### src/design/backfill_record_reassembler_assert.svh
// Assertion macros shared by the backfill record reassembler RTL.
// Each macro expects signals named clk and rst_n in the scope where it is used.
`ifndef BACKFILL_RECORD_REASSEMBLER_ASSERT_SVH
`define BACKFILL_RECORD_REASSEMBLER_ASSERT_SVH

// Consequent must hold in the same cycle as the antecedent.
`define BFRR_ASSERT_NOW(label, ante, cons, msg) \
  label: assert property (@(posedge clk) disable iff (!rst_n) (ante) |-> (cons)) \
    else $error(msg);

// Consequent must hold in the cycle after the antecedent.
`define BFRR_ASSERT_NEXT(label, ante, cons, msg) \
  label: assert property (@(posedge clk) disable iff (!rst_n) (ante) |=> (cons)) \
    else $error(msg);

`endif

### src/design/bfrr_pkg.sv
// Shared types, codes and sizes for the backfill record reassembler.
// No dependencies; every design module imports this package.
package bfrr_pkg;

  localparam int HISTORY_DEPTH = 64;
  localparam int LEN_W         = 7;
  localparam int IDX_W         = $clog2(HISTORY_DEPTH) + 1;
  localparam int CMP_W         = (IDX_W > LEN_W) ? IDX_W : LEN_W;
  localparam int GROUP_SIZE    = 8;
  localparam int GROUPS        = (HISTORY_DEPTH + GROUP_SIZE - 1) / GROUP_SIZE;

  localparam logic [LEN_W-1:0] HISTORY_LENGTH_RESET = 7'd12;
  localparam logic [15:0]      LOW_LIMIT_RESET      = 16'd10;
  localparam logic [15:0]      HIGH_LIMIT_RESET     = 16'd600;

  localparam logic [2:0] SKIP_FIRST  = 3'd6;
  localparam logic [2:0] SKIP_NORMAL = 3'd2;
  localparam logic [2:0] HEADER_END  = 3'd5;
  localparam logic [2:0] POS_MAX     = 3'd7;
  localparam logic [2:0] FILL_FULL   = 3'd7;

  typedef enum logic [1:0] {
    OP_BYTE    = 2'd0,
    OP_READING = 2'd1,
    OP_SESSION = 2'd2
  } bfrr_op_t;

  typedef enum logic [2:0] {
    ST_NONE     = 3'd0,
    ST_HEADER   = 3'd1,
    ST_ORDER    = 3'd2,
    ST_SHORT    = 3'd3,
    ST_DROPPED  = 3'd4
  } bfrr_status_t;

  typedef enum logic [1:0] {
    CFG_HISTORY_LENGTH = 2'd0,
    CFG_LOW_LIMIT      = 2'd1,
    CFG_HIGH_LIMIT     = 2'd2
  } bfrr_cfg_idx_t;

  typedef struct packed {
    logic         rec_valid;
    logic [31:0]  rec_time;
    logic [15:0]  rec_glucose;
    logic [7:0]   rec_kind;
    logic [7:0]   rec_trend;
    logic [2:0]   status;
  } bfrr_result_t;

  typedef struct packed {
    logic record;
    logic reading;
  } bfrr_push_t;

  typedef struct packed {
    logic        sample;
    logic        load;
    logic        shift;
    logic        in_use;
    logic [15:0] low_limit;
    logic [15:0] high_limit;
  } bfrr_cell_ctl_t;

endpackage

### src/design/bfrr_cell.sv
// One history slot of the glucose history chain: holds a value and its range flag.
// Depends on bfrr_pkg for the control struct.
module bfrr_cell import bfrr_pkg::*; (
  input  logic           clk,
  input  logic           rst_n,
  input  bfrr_cell_ctl_t ctl,
  input  logic [15:0]    prev_value,
  input  logic [15:0]    load_value,
  output logic [15:0]    value,
  output logic           oob
);

  logic [15:0] value_r, value_nxt;
  logic        oob_r, oob_nxt;

  always_comb begin
    value_nxt = value_r;
    if (ctl.load) begin
      value_nxt = load_value;
    end else if (ctl.shift) begin
      value_nxt = prev_value;
    end
    // The flag is taken on every request so it tracks the current limits.
    oob_nxt = oob_r;
    if (ctl.sample) begin
      oob_nxt = ctl.in_use &&
                ((value_nxt < ctl.low_limit) || (value_nxt > ctl.high_limit));
    end
  end

  always_ff @(posedge clk) begin
    if (!rst_n) begin
      value_r <= '0;
      oob_r   <= 1'b0;
    end else begin
      value_r <= value_nxt;
      oob_r   <= oob_nxt;
    end
  end

  assign value = value_r;
  assign oob   = oob_r;

endmodule

### src/design/bfrr_parser.sv
// Packet byte parser: sequence check, header skip and 8-byte record assembly.
// Depends on bfrr_pkg for opcodes, status codes and result structs.
module bfrr_parser import bfrr_pkg::*; (
  input  logic         clk,
  input  logic         rst_n,
  input  logic         fire,
  input  logic [1:0]   opcode,
  input  logic [7:0]   data_byte,
  input  logic         packet_start,
  input  logic         packet_end,
  output bfrr_result_t result,
  output bfrr_push_t   push
);

  logic [7:0] exp_seq_r, exp_seq_nxt;
  logic [2:0] pos_r, pos_nxt;
  logic       acc_r, acc_nxt;
  logic       first_r, first_nxt;
  logic [2:0] fill_r, fill_nxt;
  logic [7:0] rec_bytes_r [7];
  logic       byte_we;
  logic [2:0] skip;

  always_comb begin
    exp_seq_nxt = exp_seq_r;
    pos_nxt     = pos_r;
    acc_nxt     = acc_r;
    first_nxt   = first_r;
    fill_nxt    = fill_r;
    byte_we     = 1'b0;
    result      = '0;
    push        = '0;
    skip        = first_r ? SKIP_FIRST : SKIP_NORMAL;
    unique case (opcode)
      OP_BYTE: begin
        priority if (packet_start) begin
          if (packet_end) begin
            result.status = ST_SHORT;
            acc_nxt       = 1'b0;
            pos_nxt       = '0;
          end else begin
            if (data_byte == exp_seq_r) begin
              exp_seq_nxt   = exp_seq_r + 8'd1;
              acc_nxt       = 1'b1;
              first_nxt     = (data_byte == 8'd1);
              if (data_byte == 8'd1) begin
                fill_nxt = '0;
              end
              result.status = ST_HEADER;
            end else begin
              exp_seq_nxt   = '0;
              acc_nxt       = 1'b0;
              result.status = ST_ORDER;
            end
            pos_nxt = 3'd1;
          end
        end else if (!acc_r) begin
          result.status = ST_DROPPED;
        end else begin
          if (pos_r >= skip) begin
            if (fill_r < FILL_FULL) begin
              byte_we  = 1'b1;
              fill_nxt = fill_r + 3'd1;
            end else begin
              result.rec_valid   = 1'b1;
              result.rec_time    = {rec_bytes_r[3], rec_bytes_r[2],
                                    rec_bytes_r[1], rec_bytes_r[0]};
              result.rec_glucose = {rec_bytes_r[5], rec_bytes_r[4]};
              result.rec_kind    = rec_bytes_r[6];
              result.rec_trend   = data_byte;
              push.record        = 1'b1;
              fill_nxt           = '0;
            end
          end
          // A first packet that ends inside its header is reported as too short.
          if (packet_end && first_r && (pos_r < HEADER_END)) begin
            result.status = ST_SHORT;
          end
          pos_nxt = (pos_r < POS_MAX) ? pos_r + 3'd1 : POS_MAX;
          if (packet_end) begin
            acc_nxt = 1'b0;
          end
        end
      end
      OP_READING: begin
        push.reading = 1'b1;
      end
      OP_SESSION: begin
        exp_seq_nxt = 8'd1;
        fill_nxt    = '0;
        acc_nxt     = 1'b0;
        first_nxt   = 1'b0;
        pos_nxt     = '0;
      end
      default: begin
      end
    endcase
    if (!fire) begin
      push = '0;
    end
  end

  always_ff @(posedge clk) begin
    if (!rst_n) begin
      exp_seq_r <= '0;
      pos_r     <= '0;
      acc_r     <= 1'b0;
      first_r   <= 1'b0;
      fill_r    <= '0;
    end else if (fire) begin
      exp_seq_r <= exp_seq_nxt;
      pos_r     <= pos_nxt;
      acc_r     <= acc_nxt;
      first_r   <= first_nxt;
      fill_r    <= fill_nxt;
    end
  end

  always_ff @(posedge clk) begin
    if (fire && byte_we) begin
      rec_bytes_r[fill_r] <= data_byte;
    end
  end

endmodule

### src/design/backfill_record_reassembler.sv
// Backfill record reassembler: parses notification packets one byte per request
// and keeps a chain of glucose history cells with range flags.
// Depends on bfrr_pkg, bfrr_parser, bfrr_cell and the assertion macro header.
//
// Input channel (in_*): one request per byte or command, taken when in_valid is
// high and in_stall is low. Opcode 0 carries a packet byte with start and end
// marks, opcode 1 a current reading, opcode 2 starts a backfill session.
// Result channel (out_*): exactly one result per request, in request order.
// Config channel (cfg_*): index 0 history length, 1 low limit, 2 high limit;
// cfg_ready is always high and writes are expected only while the block is idle.
//
// Throughput is one request per cycle unless stalled. Each result moves through
// the stages: the parser and the history cells update at acceptance, the next
// stage ORs the per-cell range flags in groups of eight, and the output register
// holds the group flags, ORed at its output, slot 0 and the record fields.
// When out_stall is high the output register holds; one more request can still
// enter the middle stage, after which in_stall rises until the output drains.
// Reset (synchronous, rst_n low) empties the pipeline, zeroes all history
// slots and parser state, and loads the register defaults 12, 10 and 600.
`include "backfill_record_reassembler_assert.svh"

module backfill_record_reassembler import bfrr_pkg::*; (
  input  logic        clk,
  input  logic        rst_n,
  input  logic        in_valid,
  output logic        in_stall,
  input  logic [1:0]  in_opcode,
  input  logic [7:0]  in_data_byte,
  input  logic        in_packet_start,
  input  logic        in_packet_end,
  input  logic [11:0] in_current_reading,
  output logic        out_valid,
  input  logic        out_stall,
  output logic        out_record_valid,
  output logic [31:0] out_record_time,
  output logic [15:0] out_record_glucose,
  output logic [7:0]  out_record_kind,
  output logic [7:0]  out_record_trend,
  output logic [2:0]  out_packet_status,
  output logic        out_need_backfill,
  output logic [15:0] out_newest_glucose,
  output logic        out_newest_valid,
  input  logic        cfg_valid,
  output logic        cfg_ready,
  input  logic [1:0]  cfg_index,
  input  logic [15:0] cfg_data
);

  logic [LEN_W-1:0] hist_len_r;
  logic [15:0]      low_limit_r;
  logic [15:0]      high_limit_r;

  logic         fire, adv1, adv2;
  logic         v1_r, v2_r;
  bfrr_result_t parse_res;
  bfrr_push_t   push;
  bfrr_result_t s1_res_r, s2_res_r;
  logic [GROUPS-1:0] groups;
  logic [GROUPS-1:0] s2_groups_r;
  logic [15:0]  s2_newest_r;

  logic [15:0]            cell_value [HISTORY_DEPTH];
  logic [HISTORY_DEPTH-1:0] cell_oob;
  logic [HISTORY_DEPTH-1:0] in_use;

  assign adv2     = !v2_r || !out_stall;
  assign adv1     = !v1_r || adv2;
  assign in_stall = !adv1;
  assign fire     = in_valid && adv1;
  assign cfg_ready = 1'b1;

  always_ff @(posedge clk) begin
    if (!rst_n) begin
      hist_len_r   <= HISTORY_LENGTH_RESET;
      low_limit_r  <= LOW_LIMIT_RESET;
      high_limit_r <= HIGH_LIMIT_RESET;
    end else if (cfg_valid && cfg_ready) begin
      unique case (cfg_index)
        CFG_HISTORY_LENGTH: hist_len_r   <= cfg_data[LEN_W-1:0];
        CFG_LOW_LIMIT:      low_limit_r  <= cfg_data;
        CFG_HIGH_LIMIT:     high_limit_r <= cfg_data;
        default: begin
        end
      endcase
    end
  end

  bfrr_parser u_parser (
    .clk          (clk),
    .rst_n        (rst_n),
    .fire         (fire),
    .opcode       (in_opcode),
    .data_byte    (in_data_byte),
    .packet_start (in_packet_start),
    .packet_end   (in_packet_end),
    .result       (parse_res),
    .push         (push)
  );

  // Slot i takes part only when it lies below the programmed history length.
  for (genvar i = 0; i < HISTORY_DEPTH; i++) begin : g_cell
    bfrr_cell_ctl_t ctl;
    logic [15:0]    prev_value;
    logic [15:0]    load_value;

    assign in_use[i] = CMP_W'(i) < CMP_W'(hist_len_r);

    always_comb begin
      ctl            = '0;
      ctl.sample     = fire;
      ctl.in_use     = in_use[i];
      ctl.low_limit  = low_limit_r;
      ctl.high_limit = high_limit_r;
      load_value     = '0;
      if (i == 0) begin
        ctl.load   = push.reading && in_use[i];
        load_value = {4'd0, in_current_reading};
      end else if (i == 1) begin
        ctl.load   = push.record && in_use[i];
        ctl.shift  = push.reading && in_use[i];
        load_value = parse_res.rec_glucose;
      end else begin
        ctl.shift  = (push.reading || push.record) && in_use[i];
      end
    end

    if (i == 0) begin : g_head
      assign prev_value = '0;
    end else begin : g_link
      assign prev_value = cell_value[i-1];
    end

    bfrr_cell u_cell (
      .clk        (clk),
      .rst_n      (rst_n),
      .ctl        (ctl),
      .prev_value (prev_value),
      .load_value (load_value),
      .value      (cell_value[i]),
      .oob        (cell_oob[i])
    );
  end

  always_comb begin
    groups = '0;
    for (int g = 0; g < GROUPS; g++) begin
      for (int k = 0; k < GROUP_SIZE; k++) begin
        if (g * GROUP_SIZE + k < HISTORY_DEPTH) begin
          groups[g] = groups[g] | cell_oob[g * GROUP_SIZE + k];
        end
      end
    end
  end

  // The cells still hold this request's update when it moves to the output
  // stage, since no later request can be taken before that edge.
  always_ff @(posedge clk) begin
    if (!rst_n) begin
      v1_r <= 1'b0;
      v2_r <= 1'b0;
    end else begin
      if (adv1) begin
        v1_r <= fire;
      end
      if (adv2) begin
        v2_r <= v1_r;
      end
    end
  end

  always_ff @(posedge clk) begin
    if (fire) begin
      s1_res_r <= parse_res;
    end
    if (adv2 && v1_r) begin
      s2_res_r    <= s1_res_r;
      s2_groups_r <= groups;
      s2_newest_r <= cell_value[0];
    end
  end

  assign out_valid          = v2_r;
  assign out_record_valid   = s2_res_r.rec_valid;
  assign out_record_time    = s2_res_r.rec_time;
  assign out_record_glucose = s2_res_r.rec_glucose;
  assign out_record_kind    = s2_res_r.rec_kind;
  assign out_record_trend   = s2_res_r.rec_trend;
  assign out_packet_status  = s2_res_r.status;
  assign out_need_backfill  = |s2_groups_r;
  assign out_newest_glucose = s2_newest_r;
  assign out_newest_valid   = s2_newest_r != 16'd0;

  `BFRR_ASSERT_NOW(a_record_no_status, out_valid && out_record_valid, out_packet_status == ST_NONE, "completed record carries a packet status")
  `BFRR_ASSERT_NOW(a_no_record_zero, out_valid && !out_record_valid, out_record_time == 32'd0 && out_record_glucose == 16'd0, "record fields nonzero without a record")
  `BFRR_ASSERT_NOW(a_stall_only_full, in_stall, v1_r && v2_r && out_stall, "input stalled while the pipeline has room")
  `BFRR_ASSERT_NEXT(a_mid_drains, v1_r && !v2_r, v2_r, "middle stage did not move into an empty output stage")

endmodule

### config.mk
export PLATFORM = sky130hd
export DESIGN_NAME = backfill_record_reassembler
export DESIGN_NICKNAME = d
export VERILOG_FILES = /design/src/design/bfrr_pkg.sv /design/src/design/bfrr_cell.sv /design/src/design/bfrr_parser.sv /design/src/design/backfill_record_reassembler.sv
export VERILOG_INCLUDE_DIRS = /design/src /design/src/design
export SDC_FILE = /design/constraint.sdc
export NUM_CORES = 2
export LEC_CHECK = 0
export ABC_AREA = 1
export BUFFER_PORTS_ARGS = -buffer_cell sky130_fd_sc_hd__buf_2
export CAP_MARGIN = 40
export CORE_ASPECT_RATIO = 1.1
export CORE_UTILIZATION = 50
export DETAILED_ROUTE_END_ITERATION = 10
export GPL_TIMING_DRIVEN = 0
export PLACE_DENSITY = 0.71
export REMOVE_ABC_BUFFERS = 1
export SYNTH_ARGS = -nofsm -noshare
export SYNTH_HDL_FRONTEND = slang
export SYNTH_SLANG_ARGS = --single-unit
### constraint.sdc
create_clock -name clk -period 10.1 [get_ports clk]
set_input_delay 0 -clock clk [delete_from_list [all_inputs] [get_ports clk]]
set_output_delay 0 -clock clk [all_outputs]
set_load 0.05 [all_outputs]
* Word-level counts from Yosys, hierarchy flattened *
Memories as Yosys holds them, arrays and structs flattened.
Cells that the tools add are included.

storage, ports and cells
  memory bits (read-only) = 0
  output and inout bits = 89
  memories = 1
  logic and storage cells = 762
  input bits = 47
  memory bits (writable) = 56
  latch bits = 0
  flip-flop bits (word level) = 1305

operators by class
  mux-type cells = 117
  reduce and logical (&&, ||, !) cells = 220
  order comparisons = 196
  equal/unequal tests = 14
  bitwise gates (word level) = 59
  multiply operators = 0
  shift-type cells = 0
  div/mod/pow operators = 0
  $add $sub $neg = 3

memory list
  name                  words  width  read ports  clocked after memory_dff  wr ports  RTL line           source
  u_parser.rec_bytes_r  7      8      7           0                         1         bfrr_parser.sv:20  logic [7:0] rec_bytes_r [7];

operators with widths
  operator               number
  $mux W16               65
  $gt A16 B16 Y1         64
  $lt A16 B16 Y1         64
  $lt A6 B7 Y1 const A   32
  $logic_and A1 B1 Y1    134
  $lt A5 B7 Y1 const A   16
  $mux W32               3
  $logic_or A1 B1 Y1     67
  $mux W65               1
  $lt A4 B7 Y1 const A   8
  $or A1 B1 Y1           56
  $mux W3                14
  $mux W35               1
  $lt A3 B7 Y1 const A   4
  $mux W8                3
  $mux W1                22
  $pmux W8 S2            1
  $reduce_bool A16 Y1    1
  $lt A1 B7 Y1 const A   2
  $lt A2 B7 Y1 const A   2
  $ne A3 B2 Y1 const B   4
  $pmux W3 S2            2
  $lt A3 B3 Y1 const B   3
  $add A8 B1 Y8 const B  1
  23 further kinds       39

* Longest topological paths before layout *
  depth after elaboration = 13
  mapped depth = 26
  mapped depth without buffers = 24

* By module *
From an unflattened synthesis, not the netlist that was laid out.

unflattened totals
  cell total of the unflattened synthesis = 17382
  area, all modules = 118924.1 um2

by module, submodules not included
  module                              area each (um2)  seq. area each (um2)  times used  cells each
  bfrr_cell at g_cell[0].u_cell ...   1682.9           340.3                 34          254
  bfrr_cell at g_cell[30].u_cell ...  1682.9           340.3                 28          256
  backfill_record_reassembler         7758.7           5625.4                1           687
  bfrr_parser                         3458.3           2001.9                1           383
  bfrr_cell at g_cell[62].u_cell      1686.6           340.3                 1           255
  bfrr_cell at g_cell[45].u_cell      1682.9           340.3                 1           253

* Worst setup path after synthesis *
OpenSTA, ideal clock, no wires.

  path kind = reg2reg
  from = reg v2_r (netlist: out_valid)
  to = reg s2_newest_r[0] (netlist: out_newest_glucose[0]) (enable)
  setup slack = 5.020 ns
  required time = 9.555 ns
  stages on the path, launching flop included = 4
  period minus slack after synthesis = 5.080 ns
  setup time = 0.545 ns
  arrival = 4.535 ns
  path buffers = 0
  path through = dfxtp_1 > nand2_1 > inv_2 > nor2_1

on the way
  cells in the longest elaborated chain, start to end = 3

ends and longest elaborated chain
  element                 RTL line                            source
  start, declared         backfill_record_reassembler.sv:54   logic v1_r, v2_r;
  start signal, assigned  backfill_record_reassembler.sv:166  v2_r <= v1_r;
  $logic_not A1 Y1        backfill_record_reassembler.sv:66   assign adv2 = !v2_r || !out_stall;
  $logic_or A1 B1 Y1      backfill_record_reassembler.sv:66
  $logic_and A1 B1 Y1     backfill_record_reassembler.sv:175  if (adv2 && v1_r) begin
  end signal, assigned    backfill_record_reassembler.sv:178  s2_newest_r <= cell_value[0];
  end, declared           backfill_record_reassembler.sv:60   logic [15:0] s2_newest_r;

No other way between the ends.
A chain may end at the register's enable or synchronous reset.

* Worst setup path in the final report *
  from = in out_stall
  to = reg g_cell[30].u_cell.oob_r

on the way
  cells in the longest elaborated chain, start to end = 11
  elaborated cells on any way between the ends = 12
  those cells by class = 2 x order compare; 2 x mux; 8 x reduce/logical

ends and longest elaborated chain
  element                                                  RTL line                            source
  start, declared                                          backfill_record_reassembler.sv:33   input logic out_stall,
  $logic_not A1 Y1 *                                       backfill_record_reassembler.sv:66
  $logic_or A1 B1 Y1 *                                     backfill_record_reassembler.sv:66
  $logic_or A1 B1 Y1 *                                     backfill_record_reassembler.sv:67   assign adv1 = !v1_r || adv2;
  $logic_and A1 B1 Y1 *                                    backfill_record_reassembler.sv:69   assign fire = in_valid && adv1;
  via fire                                                 backfill_record_reassembler.sv:53   logic fire, adv1, adv2;
  $mux W2 *                                                bfrr_parser.sv:98                   if (!fire) begin
  $logic_or A1 B1 Y1 *                                     backfill_record_reassembler.sv:123  ctl.shift = (push.reading || push.record) && in_use[i];
  $logic_and A1 B1 Y1 *                                    backfill_record_reassembler.sv:123
  $mux W16 *                                               bfrr_cell.sv:20                     end else if (ctl.shift) begin
  via g_cell[30].u_cell.value_nxt[3]                       bfrr_cell.sv:13                     logic [15:0] value_r, value_nxt;
  $lt A16 B16 Y1 / $gt A16 B16 Y1 (equally long branches)  bfrr_cell.sv:27                     ((value_nxt < ctl.low_limit) || (value_nxt > ctl.high_limit));
  $logic_or A1 B1 Y1 *                                     bfrr_cell.sv:27
  $logic_and A1 B1 Y1 *                                    bfrr_cell.sv:26                     oob_nxt = ctl.in_use &&
  end signal, assigned                                     bfrr_cell.sv:37                     oob_r <= oob_nxt;
  end, declared                                            bfrr_cell.sv:14                     logic oob_r, oob_nxt;

The timed path passes the listed nets; every way through them passes the cells marked *.

==> flow_summary.ini <==
[timing]
fmax_ghz = 0.180
tightest_slew_ns = 0.983
slew_viol_final = 0
relSlewSlack_pct = 34.5
layout_min_cycle_time_ns = 5.55
hold_viol_final = 0
fin_crit_sh_pct = 54.9
holdWs_ns = 0.106
finalSetupTns_ns = 0
fin_worst_skew_ns = 0.0530
rsz0062_at_grt = no
setup_viol = 0
finalWorstSetupSlack_ns = 4.55

[detailed_routing]
vias_per_cell = 5.37
drt_first_pass_iters = 6
drcViolationCount = 0
via_count = 87700
ant_nets = 0
initialDrtViolationCount = 6799
wl_per_cell_microns = 17.4
drt-total-wl_microns = 285000

[run]
max_cap_viol_count = 0

[logic_synthesis]
yosys.cell_types.count = 50
yosys_warnings = 0
synth_top_area_cell = ha_1
synth_edf_count = 216
synth_top_area_share_pct = 25.3
synth_area_sq_um = 98400
synth_cells = 13500
async_flop_share_pct = 0
synth.avg_cell_area_sq_um = 7.28
synth.area.top_cells = ha_1, dfxtp_1, nand2_1, inv_1, edfxtp_1
ys_ff_latch = 1361
synth_ff_type = dfxtp_1
synth_seq_area_share_pct = 29.9

[place]
globalplace.congestion = 0.881
place_ws_ns = 4.78
dp_hpwl_microns = 193000
io_buffers = 134
dpl.cell_count = 16000

[floorplan]
die-area_sq_um = 199000
die_y_microns = 467
io_pins = 136
core_sq_um = 195000
num_rows = 170
start_util_pct = 50.4
die_w_microns = 425

[worst_setup_path]
cpMaxStageDelayCell = nand2_1
worstPathArrival_ns = 6.24
crit_top_cell = nand2_1
cp_max_fo = 124
slowest_delay_ns = 0.79
end_kind = flop
required_ns = 10.79
critPathTopFamily = simple AND/OR/NAND/NOR gates
worstSetupPathType = in -> reg
path_cells = dlygate4sd3_1 -> buf_2 -> dlygate4sd3_1 -> nand2_1 -> inv_2 -> nand2_2 -> nand2_8 -> inv_4 -> buf_12 -> nand3_2 -> nand2_8 -> nand2_1 -> o21ai_0 -> ha_1 -> nand2_1 -> inv_1 -> a221oi_1 -> nor2_1 -> o21ai_0 -> o2111ai_1 -> o21ai_0 -> nand2_1 -> nand2_1 -> a21oi_1
startpoint_type = input port
crit_buf_inv = 7

[power]
ir_drop_v = 0.000189
leakagePower_nw = 48.6
powerDensity_nw_per_um2 = 121

[global_route]
antenna_found_initial = 6
grt_use_total_pct = 28.3
grt_pass1_wl_microns = 446000
grt_overflow = 0
grt_max_degree = 154
grt_pass1_vias = 82200

[final_layout]
stdcell_count = 16300
syn_to_final_growth_pct = 11.1
n_fill_cell = 18400
nNetsFinal = 15700
regArea_sq_um = 29400
multiInputGateArea_sq_um = 58600
layout-drive-gt1-share_pct = 4.27

[worst_hold_path]
hold_path_class = in -> reg

[clocking]
clk_pin_slew_ns = 0.06
cts_inserted_buffers = 157
post_cts_resized = 0
cts_buffer_depth = 3
cts_max_level = 4
cts.sinks = 1361
cts_tree = yes
cts_root_buf = clkbuf_16
clock_latency_ns = 0.85

[outcome]
status = completed
per-layer routing:
| metal | track usage, % | up-vias | part of all wire [%] | wire length, microns |
|---|---|---|---|---|
| met5 | 0 | - | 0.017 | 48 |
| met4 | 11.9 | 6 | 4.3 | 12300 |
| met3 | 3.93 | 613 | 6.8 | 19500 |
| met2 | 45.7 | 2541 | 44 | 126000 |
| met1 | 37.6 | 39900 | 45 | 127000 |
| li1 | - | 44700 | - | - |
layout make-up:
| class | count | share of cell area [%] |
|---|---|---|
| Inverter | 2385 | 8.31 |
| Clock inverter | 55 | 0.855 |
| Timing Repair Buffer | 317 | 3.23 |
| Tap cell | 2580 | 2.95 |
| Clock buffer | 234 | 4.15 |
| Sequential cell | 1361 | 26.9 |
| Multi-Input combinational cell | 9404 | 53.6 |
| Antenna cell | 2 | 0.00458 |
registers in the layout (all words and copies together) (netlist names), 16 cells and up:
| signal | count |
|---|---|
| g_cell.u_cell.oob | 64 |
| g_cell.u_cell.value | 1024 |
| high_limit_r | 16 |
| low_limit_r | 16 |
| out_newest_glucose | 16 |
| out_record_glucose | 16 |
| out_record_time | 32 |
| s1_res_r | 68 |
| u_parser.rec_bytes_r | 56 |
cells in the mapped netlist, types with 8 or more instances:
cell and instances:
nand2_1 2753, inv_1 2374, ha_1 1989, nor2_1 1493, dfxtp_1 1145, o21ai_0 1119, a21oi_1 883, clkbuf_1 344
nand3_1 239, edfxtp_1 216, nand4_1 178, nor3_1 177, a211oi_1 142, and2_1 62, o221ai_1 55, o2111ai_1 53
o21a_1 48, o221a_2 47, nor4_1 30, o21bai_1 17, o211ai_1 15, a31oi_1 12, a2111oi_0 11, a221oi_1 11
inv_2 11, or2_2 11, buf_2 10, nand3b_1 9, a21o_1 8, buf_4 8, buf_6 8
power breakdown:
| part | switching, mW | internal (mW) |
|---|---|---|
| clock network | 2.52 | 3.58 |
| registers | 0.0421 | 5.57 |
| logic | 1.08 | 0.447 |
logic make-up after synthesis:
family,Yosys count,synth area share (%)
buf+inv,2759,10.6
flops,1361,29.9
fa+ha+maj,1989,25.3
other cells,1,0.00381
compound gates,2439,13.9
simple gates,4971,20.3
xor+xnor,4,0.0356
through the flow:
stage	util (%)	cell area [sq um]	power (mW)
2_1_floorplan	-	96900	6.62
5_1_grt	56.0	109000	13.7
3_3_place_gp	51.6	101000	7.09
3_5_place_dp	52.7	103000	7.19
6_report	56.0	109000	13.2
4_1_cts	56.0	109000	13.3
final timing paths:
check | slack [ns] | from | endpoint | depth (start not counted)
setup / recovery | 4.55 | out_stall | g_cell[30].u_cell.oob$_SDFFE_PN0P_ | 24
hold / removal | 0.11 | in_data_byte[7] | u_parser.rec_bytes_r[4][7]$_DFFE_PP_ | 2
setup reg to reg | 4.65 | out_valid$_SDFFE_PN0P_ | g_cell[30].u_cell.oob$_SDFFE_PN0P_ | 21
hold reg to reg | 0.41 | s1_res_r[18]$_SDFFCE_PP0P_ | out_record_kind[7]$_DFFE_PP_ | 0
cells in the final DEF, fill, tap and decap left out, types with 94 or more instances in the layout:
| cell type | instances |
|---|---|
| nand2_1 | 2752 |
| inv_1 | 2343 |
| ha_1 | 1989 |
| nor2_1 | 1491 |
| dfxtp_1 | 1143 |
| o21ai_0 | 1119 |
| a21oi_1 | 883 |
| nand3_1 | 239 |
| edfxtp_1 | 216 |
| nand4_1 | 178 |
| nor3_1 | 177 |
| clkbuf_16 | 157 |
| a211oi_1 | 142 |
| buf_2 | 142 |
| dlygate4sd3_1 | 94 |
timing repair:
item	in CTS	in global routing
buffers inserted	0	0
hold buffers	94	0
hold endpoints to repair	308	0
No activity file was read; power rests on OpenSTA's default activity.
